### config.mk
export PLATFORM = sky130hd
export DESIGN_NAME = key_set_sort_dedupe_top
export DESIGN_NICKNAME = d
export VERILOG_FILES = /design/src/design/ksd_pkg.sv /design/src/design/key_set_sort_dedupe_top.sv /design/src/design/ksd_datapath.sv /design/src/design/ksd_ctrl.sv
export SDC_FILE = /design/constraint.sdc
export NUM_CORES = 2
export LEC_CHECK = 0
export ABC_AREA = 0
export BUFFER_PORTS_ARGS = -buffer_cell sky130_fd_sc_hd__buf_2
export CORE_AREA = 2 2 681 514
export CTS_CLUSTER_DIAMETER = 80
export DETAILED_ROUTE_END_ITERATION = 8
export DIE_AREA = 0 0 683 516
export HOLD_SLACK_MARGIN = 0.03
export PLACE_DENSITY = 0.39
export SKIP_LAST_GASP = 1
export SYNTH_ARGS = -nofsm -noshare
export SYNTH_HDL_FRONTEND = slang
export SYNTH_SLANG_ARGS = --single-unit
### constraint.sdc
create_clock -name clk -period 5.6 [get_ports clk]
set_input_delay 1.12 -clock clk [delete_from_list [all_inputs] [get_ports clk]]
set_output_delay 1.12 -clock clk [all_outputs]
set_load 0.1 [all_outputs]
### src/design/ksd_pkg.sv
// Shared types and codes for the key set sort/dedupe block.
// No dependencies; used by ksd_ctrl, ksd_datapath and the top level.
package ksd_pkg;
  localparam logic [1:0] FUNC_APPEND = 2'd0;
  localparam logic [1:0] FUNC_UNIQ   = 2'd1;
  localparam logic [1:0] FUNC_EMPTY  = 2'd2;

  localparam logic [1:0] ST_EMIT  = 2'd0;
  localparam logic [1:0] ST_DROP  = 2'd1;
  localparam logic [1:0] ST_EMPTY = 2'd2;

  // controller -> datapath commands
  typedef struct packed {
    logic append;     // write input key at count, bump count
    logic clear;      // zero the count
    logic sort_init;  // i = 1
    logic rd_start;   // start read of outer index i (sort pass)
    logic load_v;     // capture key[i] as v, set j = i
    logic rd_prev;    // read key[j-1]
    logic shift;      // key[j] = key[j-1], j--
    logic place;      // key[j] = v, i++
    logic dd_init;    // w = 0, r = 1, read key[0]
    logic dd_rd;      // read key[r]
    logic dd_step;    // compare and compact, r++
    logic dd_done;    // count = w + 1
    logic em_init;    // r = 0
    logic em_rd;      // read key[r]
    logic em_next;    // r++
  } ksd_cmd_t;

  // datapath -> controller status
  typedef struct packed {
    logic full;       // count == capacity
    logic empty;      // count == 0
    logic i_done;     // i >= count
    logic j_zero;     // j == 0
    logic prev_gt;    // key[j-1] > v
    logic r_done;     // r >= count
    logic em_last;    // r + 1 == count
  } ksd_sts_t;
endpackage

### src/design/key_set_sort_dedupe_top.sv
// Key set sort/dedupe: append stores the key; drop and empty results are valid
// the cycle after the item. Uniq runs an insertion sort over one memory port,
// then a dedupe pass that compacts equal neighbours, then emits each kept key.
// Sequential: one item at a time. Synchronous active-high reset empties
// the table; stored key memory is not cleared.
module key_set_sort_dedupe_top #(
  parameter int TABLE_CAPACITY = 64
) (
  input  logic        clk,
  input  logic        rst,
  input  logic        s_tvalid,
  output logic        s_tready,
  input  logic [39:0] s_tdata,  // [1:0] func, [33:2] key_value, zero fill
  output logic        m_tvalid,
  input  logic        m_tready,
  output logic [47:0] m_tdata,  // [31:0] out_key, [38:32] unique_count, [40:39] status
  output logic        m_tlast
);
  import ksd_pkg::*;
  ksd_cmd_t cmd;
  ksd_sts_t sts;
  logic [31:0] rd_key, o_key;
  logic [6:0] count, o_cnt;
  logic [1:0] o_status;

  ksd_datapath #(.TABLE_CAPACITY(TABLE_CAPACITY)) u_dp (
    .clk, .rst, .cmd, .key_in(s_tdata[33:2]), .sts, .rd_key, .count
  );
  ksd_ctrl u_ctrl (
    .clk, .rst, .s_valid(s_tvalid), .s_ready(s_tready), .func(s_tdata[1:0]),
    .sts, .cmd, .rd_key, .count, .o_valid(m_tvalid), .o_ready(m_tready),
    .o_key, .o_cnt, .o_status, .o_last(m_tlast)
  );
  assign m_tdata = {7'd0, o_status, o_cnt, o_key};
endmodule

### src/design/ksd_datapath.sv
// Key store memory, index counters and compare logic for sort and dedupe.
// Depends on ksd_pkg; driven by ksd_ctrl.
module ksd_datapath #(
  parameter int TABLE_CAPACITY = 64
) (
  input  logic              clk,
  input  logic              rst,
  input  ksd_pkg::ksd_cmd_t cmd,
  input  logic [31:0]       key_in,
  output ksd_pkg::ksd_sts_t sts,
  output logic [31:0]       rd_key,
  output logic [6:0]        count
);
  import ksd_pkg::*;
  localparam int AW = (TABLE_CAPACITY > 1) ? $clog2(TABLE_CAPACITY) : 1;
  localparam int CW = $clog2(TABLE_CAPACITY + 1);

  logic [31:0] mem [TABLE_CAPACITY];
  logic [31:0] rdata;
  logic [31:0] v;
  logic [31:0] wkey;
  logic [CW-1:0] cnt, i, j, r, w;
  logic [AW-1:0] raddr, waddr;
  logic [31:0] wdata;
  logic        we;

  // read address selection
  always_comb begin
    raddr = r[AW-1:0];
    if (cmd.rd_start) raddr = i[AW-1:0];
    else if (cmd.rd_prev) raddr = j[AW-1:0] - 1'b1;
    else if (cmd.dd_init) raddr = '0;
  end

  // write port selection
  always_comb begin
    we = 1'b0;
    waddr = cnt[AW-1:0];
    wdata = key_in;
    if (cmd.append) begin
      we = 1'b1;
    end else if (cmd.shift) begin
      we = 1'b1; waddr = j[AW-1:0]; wdata = rdata;
    end else if (cmd.place) begin
      we = 1'b1; waddr = j[AW-1:0]; wdata = v;
    end else if (cmd.dd_step && rdata != wkey) begin
      we = 1'b1; waddr = w[AW-1:0] + 1'b1; wdata = rdata;
    end
  end

  // memory with registered read
  always_ff @(posedge clk) begin
    if (we) mem[waddr] <= wdata;
    rdata <= mem[raddr];
  end

  // counters and held keys
  always_ff @(posedge clk) begin
    if (rst) begin
      cnt <= '0;
    end else begin
      if (cmd.append) cnt <= cnt + 1'b1;
      if (cmd.clear) cnt <= '0;
      if (cmd.dd_done) cnt <= w + 1'b1;
    end
    if (cmd.load_v) begin
      v <= rdata; j <= i;
    end
    if (cmd.shift) j <= j - 1'b1;
    if (cmd.place) i <= i + 1'b1;
    if (cmd.sort_init) i <= CW'(1);
    if (cmd.dd_init) begin
      w <= '0; r <= CW'(1);
    end
    if (cmd.dd_step) begin
      r <= r + 1'b1;
      if (rdata != wkey) begin
        w <= w + 1'b1; wkey <= rdata;
      end
    end
    // first dedupe read: key[0] is on the read port, keep it as last kept key
    if (cmd.dd_rd && r == CW'(1)) wkey <= rdata;
    if (cmd.em_init) r <= '0;
    if (cmd.em_next) r <= r + 1'b1;
  end

  assign sts.full    = (cnt == CW'(TABLE_CAPACITY));
  assign sts.empty   = (cnt == '0);
  assign sts.i_done  = (i >= cnt);
  assign sts.j_zero  = (j == '0);
  assign sts.prev_gt = (rdata > v);
  assign sts.r_done  = (r >= cnt);
  assign sts.em_last = (r + 1'b1 == cnt);
  assign rd_key = rdata;
  assign count  = 7'(cnt);
endmodule

### src/design/ksd_ctrl.sv
// Sequencer for append, insertion sort, dedupe and emit.
// Depends on ksd_pkg; commands ksd_datapath.
module ksd_ctrl (
  input  logic              clk,
  input  logic              rst,
  input  logic              s_valid,
  output logic              s_ready,
  input  logic [1:0]        func,
  input  ksd_pkg::ksd_sts_t sts,
  output ksd_pkg::ksd_cmd_t cmd,
  input  logic [31:0]       rd_key,
  input  logic [6:0]        count,
  output logic              o_valid,
  input  logic              o_ready,
  output logic [31:0]       o_key,
  output logic [6:0]        o_cnt,
  output logic [1:0]        o_status,
  output logic              o_last
);
  import ksd_pkg::*;
  typedef enum logic [3:0] {
    IDLE, S_START, S_LOAD, S_RDP, S_CMP, DD_WAIT, DD_RD, DD_STEP,
    DD_DONE, EM_RD, EM_WAIT, EM_OUT, OUT_WAIT
  } state_t;
  state_t state;
  logic fire;

  assign s_ready = (state == IDLE) && !o_valid;
  assign fire = s_valid && s_ready;

  // command decode
  always_comb begin
    cmd = '0;
    unique case (state)
      IDLE: if (fire) begin
        cmd.append = (func == FUNC_APPEND) && !sts.full;
        cmd.clear  = (func == FUNC_EMPTY);
        if (func == FUNC_UNIQ && !sts.empty) cmd.sort_init = 1'b1;
      end
      S_START: cmd.rd_start = 1'b1;
      S_LOAD:  if (!sts.i_done) cmd.load_v = 1'b1;
      S_RDP:   if (sts.j_zero) cmd.place = 1'b1;
               else cmd.rd_prev = 1'b1;
      S_CMP:   if (sts.prev_gt) cmd.shift = 1'b1;
               else cmd.place = 1'b1;
      DD_WAIT: cmd.dd_init = 1'b1;
      DD_RD:   cmd.dd_rd = 1'b1;
      DD_STEP: cmd.dd_step = 1'b1;
      DD_DONE: begin
        cmd.dd_done = 1'b1;
        cmd.em_init = 1'b1;
      end
      EM_RD:   cmd.em_rd = 1'b1;
      default: ;
    endcase
    if (state == OUT_WAIT && o_valid && o_ready) cmd.em_next = 1'b1;
    if (state == IDLE && fire && func == FUNC_UNIQ) cmd.clear = 1'b0;
  end

  // state and output register
  always_ff @(posedge clk) begin
    if (rst) begin
      state <= IDLE; o_valid <= 1'b0;
    end else begin
      if (o_valid && o_ready) o_valid <= 1'b0;
      unique case (state)
        IDLE: if (fire) begin
          if (func == FUNC_APPEND && sts.full) begin
            o_valid <= 1'b1; o_key <= '0; o_cnt <= count;
            o_status <= ST_DROP; o_last <= 1'b1;
          end else if (func == FUNC_UNIQ) begin
            if (sts.empty) begin
              o_valid <= 1'b1; o_key <= '0; o_cnt <= '0;
              o_status <= ST_EMPTY; o_last <= 1'b1;
            end else state <= S_START;
          end
        end
        S_START: state <= S_LOAD;
        S_LOAD: state <= sts.i_done ? DD_WAIT : S_RDP;
        S_RDP: state <= sts.j_zero ? S_START : S_CMP;
        S_CMP: state <= sts.prev_gt ? S_RDP : S_START;
        DD_WAIT: state <= DD_RD;
        DD_RD: state <= sts.r_done ? DD_DONE : DD_STEP;
        DD_STEP: state <= DD_RD;
        DD_DONE: state <= EM_RD;
        EM_RD: state <= EM_WAIT;
        EM_WAIT: state <= EM_OUT;
        EM_OUT: begin
          o_valid <= 1'b1; o_key <= rd_key; o_cnt <= count;
          o_status <= ST_EMIT; o_last <= sts.em_last;
          state <= OUT_WAIT;
        end
        OUT_WAIT: if (o_valid && o_ready) state <= o_last ? IDLE : EM_RD;
        default: state <= IDLE;
      endcase
    end
  end
endmodule

# Word-level counts from Yosys, hierarchy flattened
# Memories as Yosys holds them, arrays and structs flattened. A register that Yosys moved wholly into a read port is not among the register bits.
# Cells that the tools add are included.
[word_totals]
ff_bits = 146
latchBits = 0
ram_bits = 2048
mem_bits_ro = 0
in_bits = 44
output_inout_bits = 51
elab_cells = 167
memories = 1
[op_classes]
add_sub_neg = 7
mul = 0
div = 0
order_cmp = 3
n_eq_ne = 25
n_shift = 0
mux = 88
n_bitwise = 1
n_reduce_logical = 29
[memory_table]
columns = ["memory", "words", "width", "rd", "rd_ports_with_merged_regs", "wr", "line", "source"]
rows = [
  ["u_dp.mem", 64, 32, 1, 1, 1, "ksd_datapath.sv:18", "logic [31:0] mem [TABLE_CAPACITY];"],
]
[op_table]
columns = ["op", "count"]
rows = [
  ["$mux W32", 11],
  ["$mux W7", 16],
  ["$pmux W32 S2", 1],
  ["$pmux W4 S12", 1],
  ["$mux W6", 7],
  ["$gt A32 B32 Y1", 1],
  ["$ne A32 B32 Y1", 1],
  ["$mux W1", 30],
  ["$add A7 B1 Y7 const B", 4],
  ["$mux W4", 7],
  ["$eq A4 B4 Y1 const B", 5],
  ["$eq A4 B3 Y1 const B", 4],
  ["$ge A7 B7 Y1", 2],
  ["$logic_not A7 Y1", 2],
  ["$pmux W7 S2", 1],
  ["$logic_and A1 B1 Y1", 12],
  ["$mux W2", 6],
  ["$mux W3", 4],
  ["$reduce_and A5 Y1", 2],
  ["$eq A4 B2 Y1 const B", 2],
  ["$ne A2 B2 Y1 const B", 4],
  ["$reduce_bool A2 Y1", 4],
  ["$eq A7 B1 Y1 const B", 1],
  ["$eq A7 B7 Y1", 1],
  ["other kinds (20)", 24],
]

# Longest topological paths before layout
[logic_depth]
ltp_word = 9
mapped_depth = 13
ltp_nobuf = 10

# Modules after synthesis
# Synthesis repeated with hierarchy kept, for this count alone.
[hier_totals]
hier_cells = 5931
area_unflattened_um2 = 89155.5
[modules_own_cells]
columns = ["module", "instances", "cells_per_inst", "area_per_inst_um2", "seq_area_each_um2"]
rows = [
  ["ksd_datapath", 1, 5752, 86982.2, 64902.2],
  ["ksd_ctrl", 1, 171, 2117.0, 1361.3],
  ["key_set_sort_dedupe_top", 1, 8, 56.3, 0.0],
]

# Worst setup path after synthesis
# OpenSTA, ideal clock, no wires.
[synth_timing]
kind = "register to register"
from = "register u_ctrl.state[1]"
to = "memory u_dp.mem[7][0] (enable)"
setup_time_ps = 502
arrival_time_ps = 6818
required_ps = 5098
path_slack_ps = -1720
path_stages_with_launch = 11
path_buffers = 2
period_less_slack_ps = 7320
path_cell_list = "dfxtp_1 clkbuf_1 clkbuf_1 nor4_1 nor2b_1 nand2_1 nor3b_2 nand3_1 a21oi_1 nand3_1 nor4_1"
[synth_between]
elab_cells_between_ends = 22
cone_classes = "3 x eq/ne; 15 x mux; 4 x reduce/logical"
[synth_lines]
columns = ["item", "line", "source"]
rows = [
  ["start: declaration", "ksd_ctrl.sv:25", "state_t state;"],
  ["start signal: assignment", "ksd_ctrl.sv:79", "S_LOAD: state <= sts.i_done ? DD_WAIT : S_RDP;"],
  ["start signal: assignment", "ksd_ctrl.sv:80", "S_RDP: state <= sts.j_zero ? S_START : S_CMP;"],
  ["start signal: assignment", "ksd_ctrl.sv:81", "S_CMP: state <= sts.prev_gt ? S_RDP : S_START;"],
  ["$logic_not A4 Y1 *", "ksd_ctrl.sv:28", "assign s_ready = (state == IDLE) && !o_valid;"],
  ["$logic_and A1 B1 Y1 *", "ksd_ctrl.sv:28", ""],
  ["named net s_tready", "key_set_sort_dedupe_top.sv:12", "output logic s_tready,"],
  ["$logic_and A1 B1 Y1 *", "ksd_ctrl.sv:29", "assign fire = s_valid && s_ready;"],
  ["$mux W3 *", "ksd_ctrl.sv:35", "IDLE: if (fire) begin"],
  ["$mux W3 *", "ksd_ctrl.sv:34", "unique case (state)"],
  ["$mux W1", "ksd_datapath.sv:40", "if (cmd.append) begin"],
  ["$mux W1", "ksd_datapath.sv:53", "if (we) mem[waddr] <= wdata;"],
  ["$mux W1 (implied by the code)", "ksd_datapath.sv:53", ""],
  ["end: declaration", "ksd_datapath.sv:18", ""],
]
# Mark *: on every way through the listed nets, which the timed path passes. The rest lies on a longest branch.

# Final worst setup path
[layout_timing]
from = "register u_ctrl.state[2]"
to = "memory u_dp.mem[41][31] (enable)"
[layout_between]
elab_chain_cells = 9
elab_cells_between_ends = 22
cone_classes = "3 x eq/ne; 15 x mux; 4 x reduce/logical"
[layout_rtl]
columns = ["item", "line", "source"]
rows = [
  ["$eq A4 B3 Y1", "ksd_ctrl.sv:34", ""],
  ["$mux W1", "ksd_ctrl.sv:34", ""],
  ["$logic_and A1 B1 Y1", "ksd_datapath.sv:46", "end else if (cmd.dd_step && rdata != wkey) begin"],
  ["$mux W1", "ksd_datapath.sv:46", ""],
  ["$mux W1", "ksd_datapath.sv:44", "end else if (cmd.place) begin"],
  ["$mux W1", "ksd_datapath.sv:42", "end else if (cmd.shift) begin"],
  ["$mux W1", "ksd_datapath.sv:40", ""],
  ["$mux W1", "ksd_datapath.sv:53", ""],
  ["$mux W1 (implied by the code)", "ksd_datapath.sv:53", ""],
]
# Several ways; a longest one is shown, not always the timed one.

==> qor.yml <==
synth:
  postSynthCellCount: 4065
  synth-seq-area-share_pct: 76.9
  post_synth_instance_area_um2: 86200
  synth_enable_flop_cells: 2168
  synth-main-ff-cell: "sky130_fd_sc_hd__edfxtp_1"
  muxShareOfSynthArea_pct: 13.6
  ys_seq_elements: 2226
  post_synth_xor_area_fraction_pct: 0.559
  syn_area_per_cell_um2: 21.2
  yosys.cell_types.count: 66
  combinational_family_with_the_most_area_after_synthesis: "multiplexers"
  synth_simple_gate_area_share_pct: 2.36
  post_synth_fa_ha_maj_area_fraction_pct: 0.784
  synth-async-reset-ratio_pct: 0
  synth_compound_gate_area_share_pct: 4.42
  yosysWarnings: 0
setup_path:
  reg2reg_from: "u_ctrl.state[2]$_SDFFE_PP0P_"
  setup.worst_path.start: "u_ctrl.state[2]$_SDFFE_PP0P_"
  cp.required_ps: 6130
  largest_fanout_of_any_net_on_the_critical_path: 43
  cp_data_arrival_time_ps: 5710
  number_of_cells_on_the_worst_reg_to_reg_path: 8
  worst_setup_path_type: "reg -> reg"
  cp-start-kind: "flip-flop"
  critPathCapture: "u_dp.mem[41][31]$_DFFE_PP_"
  setup.worst_path.end_class: "flip-flop"
  r2r_setup_slack_ps: 420
  r2r-end: "u_dp.mem[41][31]$_DFFE_PP_"
power:
  vdd.ir_drop.worst_v: 0.000244
  power.share.switching_pct: 28.3
  share_seq_of_total_power_pct: 46.0
  p_switching_mw: 12.0
  p_comb_share_pct: 20.1
  clock_power_share_pct: 33.8
  cell_internal_pwr_mw: 30.4
  power.static_leakage_nw: 31.8
  powerDensity_nw_per_um2: 415
grt:
  first_global_vias: 44100
  antenna_violations_before_repair: 40
  grt_pass1_wl_mm: 384
  gr-total-overflow: 0
  grt_max_degree: 70
  grt.total_usage_pct: 15.8
timing:
  setup_repair_after_global_routing_missed_its_margin: "no"
  fin_hold_ws_ps: 510
  timing.final.max_slew_violations: 0
  timing.final.crit_period_ps: 5180
  least_margin_pin_slew_ps: 1220
  ratio_of_final_minimum_period_to_clock_period_pct: 92.5
  skew_ps: 39.2
  timing.slew.headroom_pct: 19.0
  fmaxAchievable_ghz: 0.193
  final-hold-violation-count: 0
  setup-violations-final: 0
route:
  drt-pass1-iter-count: 5
  avgRoutedWirePerCell_um: 30.5
  drc: 0
  post_drt_via_cell_ratio: 4.75
  dr_total_vias: 44100
  ant_nets: 0
  routed_wirelength_mm: 283
  initialDrtViolationCount: 5121
clocking:
  cts_resized: 0
  cts_inserted_buffers: 223
  cts_tree: "built"
  h-tree-depth: 4
  clk_lat_worst_skew_ps: 910
  post_cts_hold_buffer_count: 0
  clockBufferDepth: 4
  cts.reportedPaths.clkPinSlew_ps: 60
  postCtsSetupBuffers: 0
  cts_root_buf: "sky130_fd_sc_hd__clkbuf_16"
  tritoncts_num_sinks: 2226
floorplanning:
  die_area_um2: 352000
  fp-row-count: 187
  ioPinCount: 95
  die-height_um: 516
  initial_core_utilization_pct: 25.0
  die_w_um: 683
  core_area_um2: 345000
run_status:
  status: "finished, final reports clean"
cells_and_area:
  fillerInstances: 33700
  layout-area-overhead-vs-synth_pct: 18.8
  layout.core_utilization_pct: 29.7
  final_net_count: 4557
  non_filler_instances: 9273
  multi_input_area_um2: 19400
  area.sequential_um2: 66300
  share_of_post_route_cells_with_drive_strength_above_1_pct: 28.3
placed_design:
  port_buffers: 81
  detailed_place_hpwl_mm: 167
  gp_congestion: 0.770
  place_inst: 8864
hold_path:
  hold_class: "reg -> reg"
flow_run:
  max-cap-violations: 0
==> sequential cells by signal (all words and copies together) (netlist names), 32 cells and up <==
register,cells
u_ctrl.o_key,32
u_dp.mem,2048
u_dp.rd_key,32
u_dp.v,32
u_dp.wkey,32
==> layout by cell type (no fill, tap or decap), types with 35 or more instances in the layout <==
master,Yosys,final
sky130_fd_sc_hd__mux4_2,512,512
sky130_fd_sc_hd__ha_1,54,54
sky130_fd_sc_hd__clkbuf_16,0,226
sky130_fd_sc_hd__clkbuf_1,150,52
sky130_fd_sc_hd__nand2_1,50,45
sky130_fd_sc_hd__buf_4,15,212
sky130_fd_sc_hd__xor2_1,43,43
sky130_fd_sc_hd__dfxtp_1,58,58
sky130_fd_sc_hd__or3_1,40,40
sky130_fd_sc_hd__a21oi_1,155,151
sky130_fd_sc_hd__clkinv_1,1,60
sky130_fd_sc_hd__buf_12,0,99
sky130_fd_sc_hd__inv_1,52,52
sky130_fd_sc_hd__buf_2,43,81
sky130_fd_sc_hd__a22oi_1,257,257
sky130_fd_sc_hd__nor2_4,0,45
sky130_fd_sc_hd__and2_1,35,35
sky130_fd_sc_hd__edfxtp_1,2168,2168
==> routing by layer <==
layer	routed length [um]	part of all wire, %	track usage (%)	vias to the layer above
met1	138000	49	24.2	24300
met3	17700	6.2	2.92	332
met5	100	0.035	0	-
met2	122000	43	23.1	1404
met4	4910	1.7	3.05	14
li1	-	-	-	18000
==> cell families (layout without fill, tap and decap cells) <==
kind of cell    after synthesis  count (layout)
mux                         530             530
buf+inv                     282             833
other cells                   1              28
fa+ha+maj                    54              54
simple gates                371             371
flops                      2226            2226
xor+xnor                     55              55
compound gates              546             546
==> critical path, stage by stage (launching register included) <==
cell,delay (ps)
sky130_fd_sc_hd__dfxtp_1,780
sky130_fd_sc_hd__nand2_1,180
sky130_fd_sc_hd__nor2_1,290
sky130_fd_sc_hd__o21a_2,860
sky130_fd_sc_hd__mux2i_1,360
sky130_fd_sc_hd__o21ai_2,810
sky130_fd_sc_hd__nand4b_1,630
sky130_fd_sc_hd__nor3_2,380
sky130_fd_sc_hd__buf_4,480
==> worst min path at each step <==
stage | from | slack [ps] | end | depth (start not counted)
floorplan | u_dp.i[6]$_SDFFE_PP0P_ | 460 | u_dp.i[6]$_SDFFE_PP0P_ | 2
global placement | u_dp.w[6]$_DFF_P_ | 480 | u_dp.w[6]$_DFF_P_ | 2
detailed placement | u_dp.w[6]$_DFF_P_ | 480 | u_dp.w[6]$_DFF_P_ | 2
CTS | u_dp.w[6]$_DFF_P_ | 510 | u_dp.w[6]$_DFF_P_ | 2
global route | u_dp.w[6]$_DFF_P_ | 540 | u_dp.w[6]$_DFF_P_ | 2
finish | u_dp.w[6]$_DFF_P_ | 510 | u_dp.w[6]$_DFF_P_ | 2
==> stage by stage <==
step                      area [um2]  TNS, ps  power (mW)  setup WS (ps)
after detailed placement       95600        0        28.5            506
after global placement         95600        0        28.5            564
after CTS                     102000        0        42.9            494
after global routing          102000        0        44.0            190
final                         102000        0        42.4            421
after floorplan                86300  -250810        24.8           -510
==> layout make-up <==
| class | instances | area share [%] |
|---|---|---|
| Inverter | 53 | 0.194 |
| Antenna cell | 21 | 0.0513 |
| Clock buffer | 279 | 5.73 |
| Clock inverter | 109 | 0.815 |
| Timing Repair Buffer | 392 | 3.89 |
| Multi-Input combinational cell | 1563 | 18.9 |
| Sequential cell | 2226 | 64.7 |
| Tap cell | 4630 | 5.66 |
==> cells in the mapped netlist (all sizes together) (3+ instances only) <==
cell | n | area share (%)
edfxtp | 2168 | 76
mux4 | 512 | 13
a22oi | 257 | 2.2
a21oi | 155 | 0.90
clkbuf | 150 | 0.65
buf | 79 | 0.47
nor2 | 76 | 0.33
dfxtp | 58 | 1.3
ha | 54 | 0.78
inv | 52 | 0.23
nand2 | 50 | 0.22
xor2 | 43 | 0.44
or3 | 40 | 0.29
and2 | 36 | 0.26
o221a | 32 | 0.42
or4 | 32 | 0.28
nand3 | 31 | 0.18
nor3 | 25 | 0.15
o21ai | 23 | 0.14
a21o | 21 | 0.18
nor4 | 20 | 0.15
mux2i | 14 | 0.16
nand2b | 14 | 0.10
xnor2 | 12 | 0.12
nand4 | 11 | 0.080
a31oi | 8 | 0.058
and3 | 8 | 0.058
nor2b | 8 | 0.058
a211oi | 7 | 0.061
o21a | 7 | 0.061
nand3b | 6 | 0.052
a221oi | 5 | 0.058
mux2 | 4 | 0.052
nor3b | 4 | 0.041
a221o | 3 | 0.035
a41oi | 3 | 0.031
o211ai | 3 | 0.026
o22ai | 3 | 0.022
o41ai | 3 | 0.031
==> power by group through the flow <==
stage	sequential, mW	clock, mW	combinational [mW]
final	19.5	14.4	8.54
after global placement	19.9	0	8.62
after floorplan	19.8	0	4.98
after detailed placement	19.9	0	8.64
after CTS	19.5	14.8	8.66
after global routing	19.5	15.4	9.09
Power figures use the tool's default switching activity.
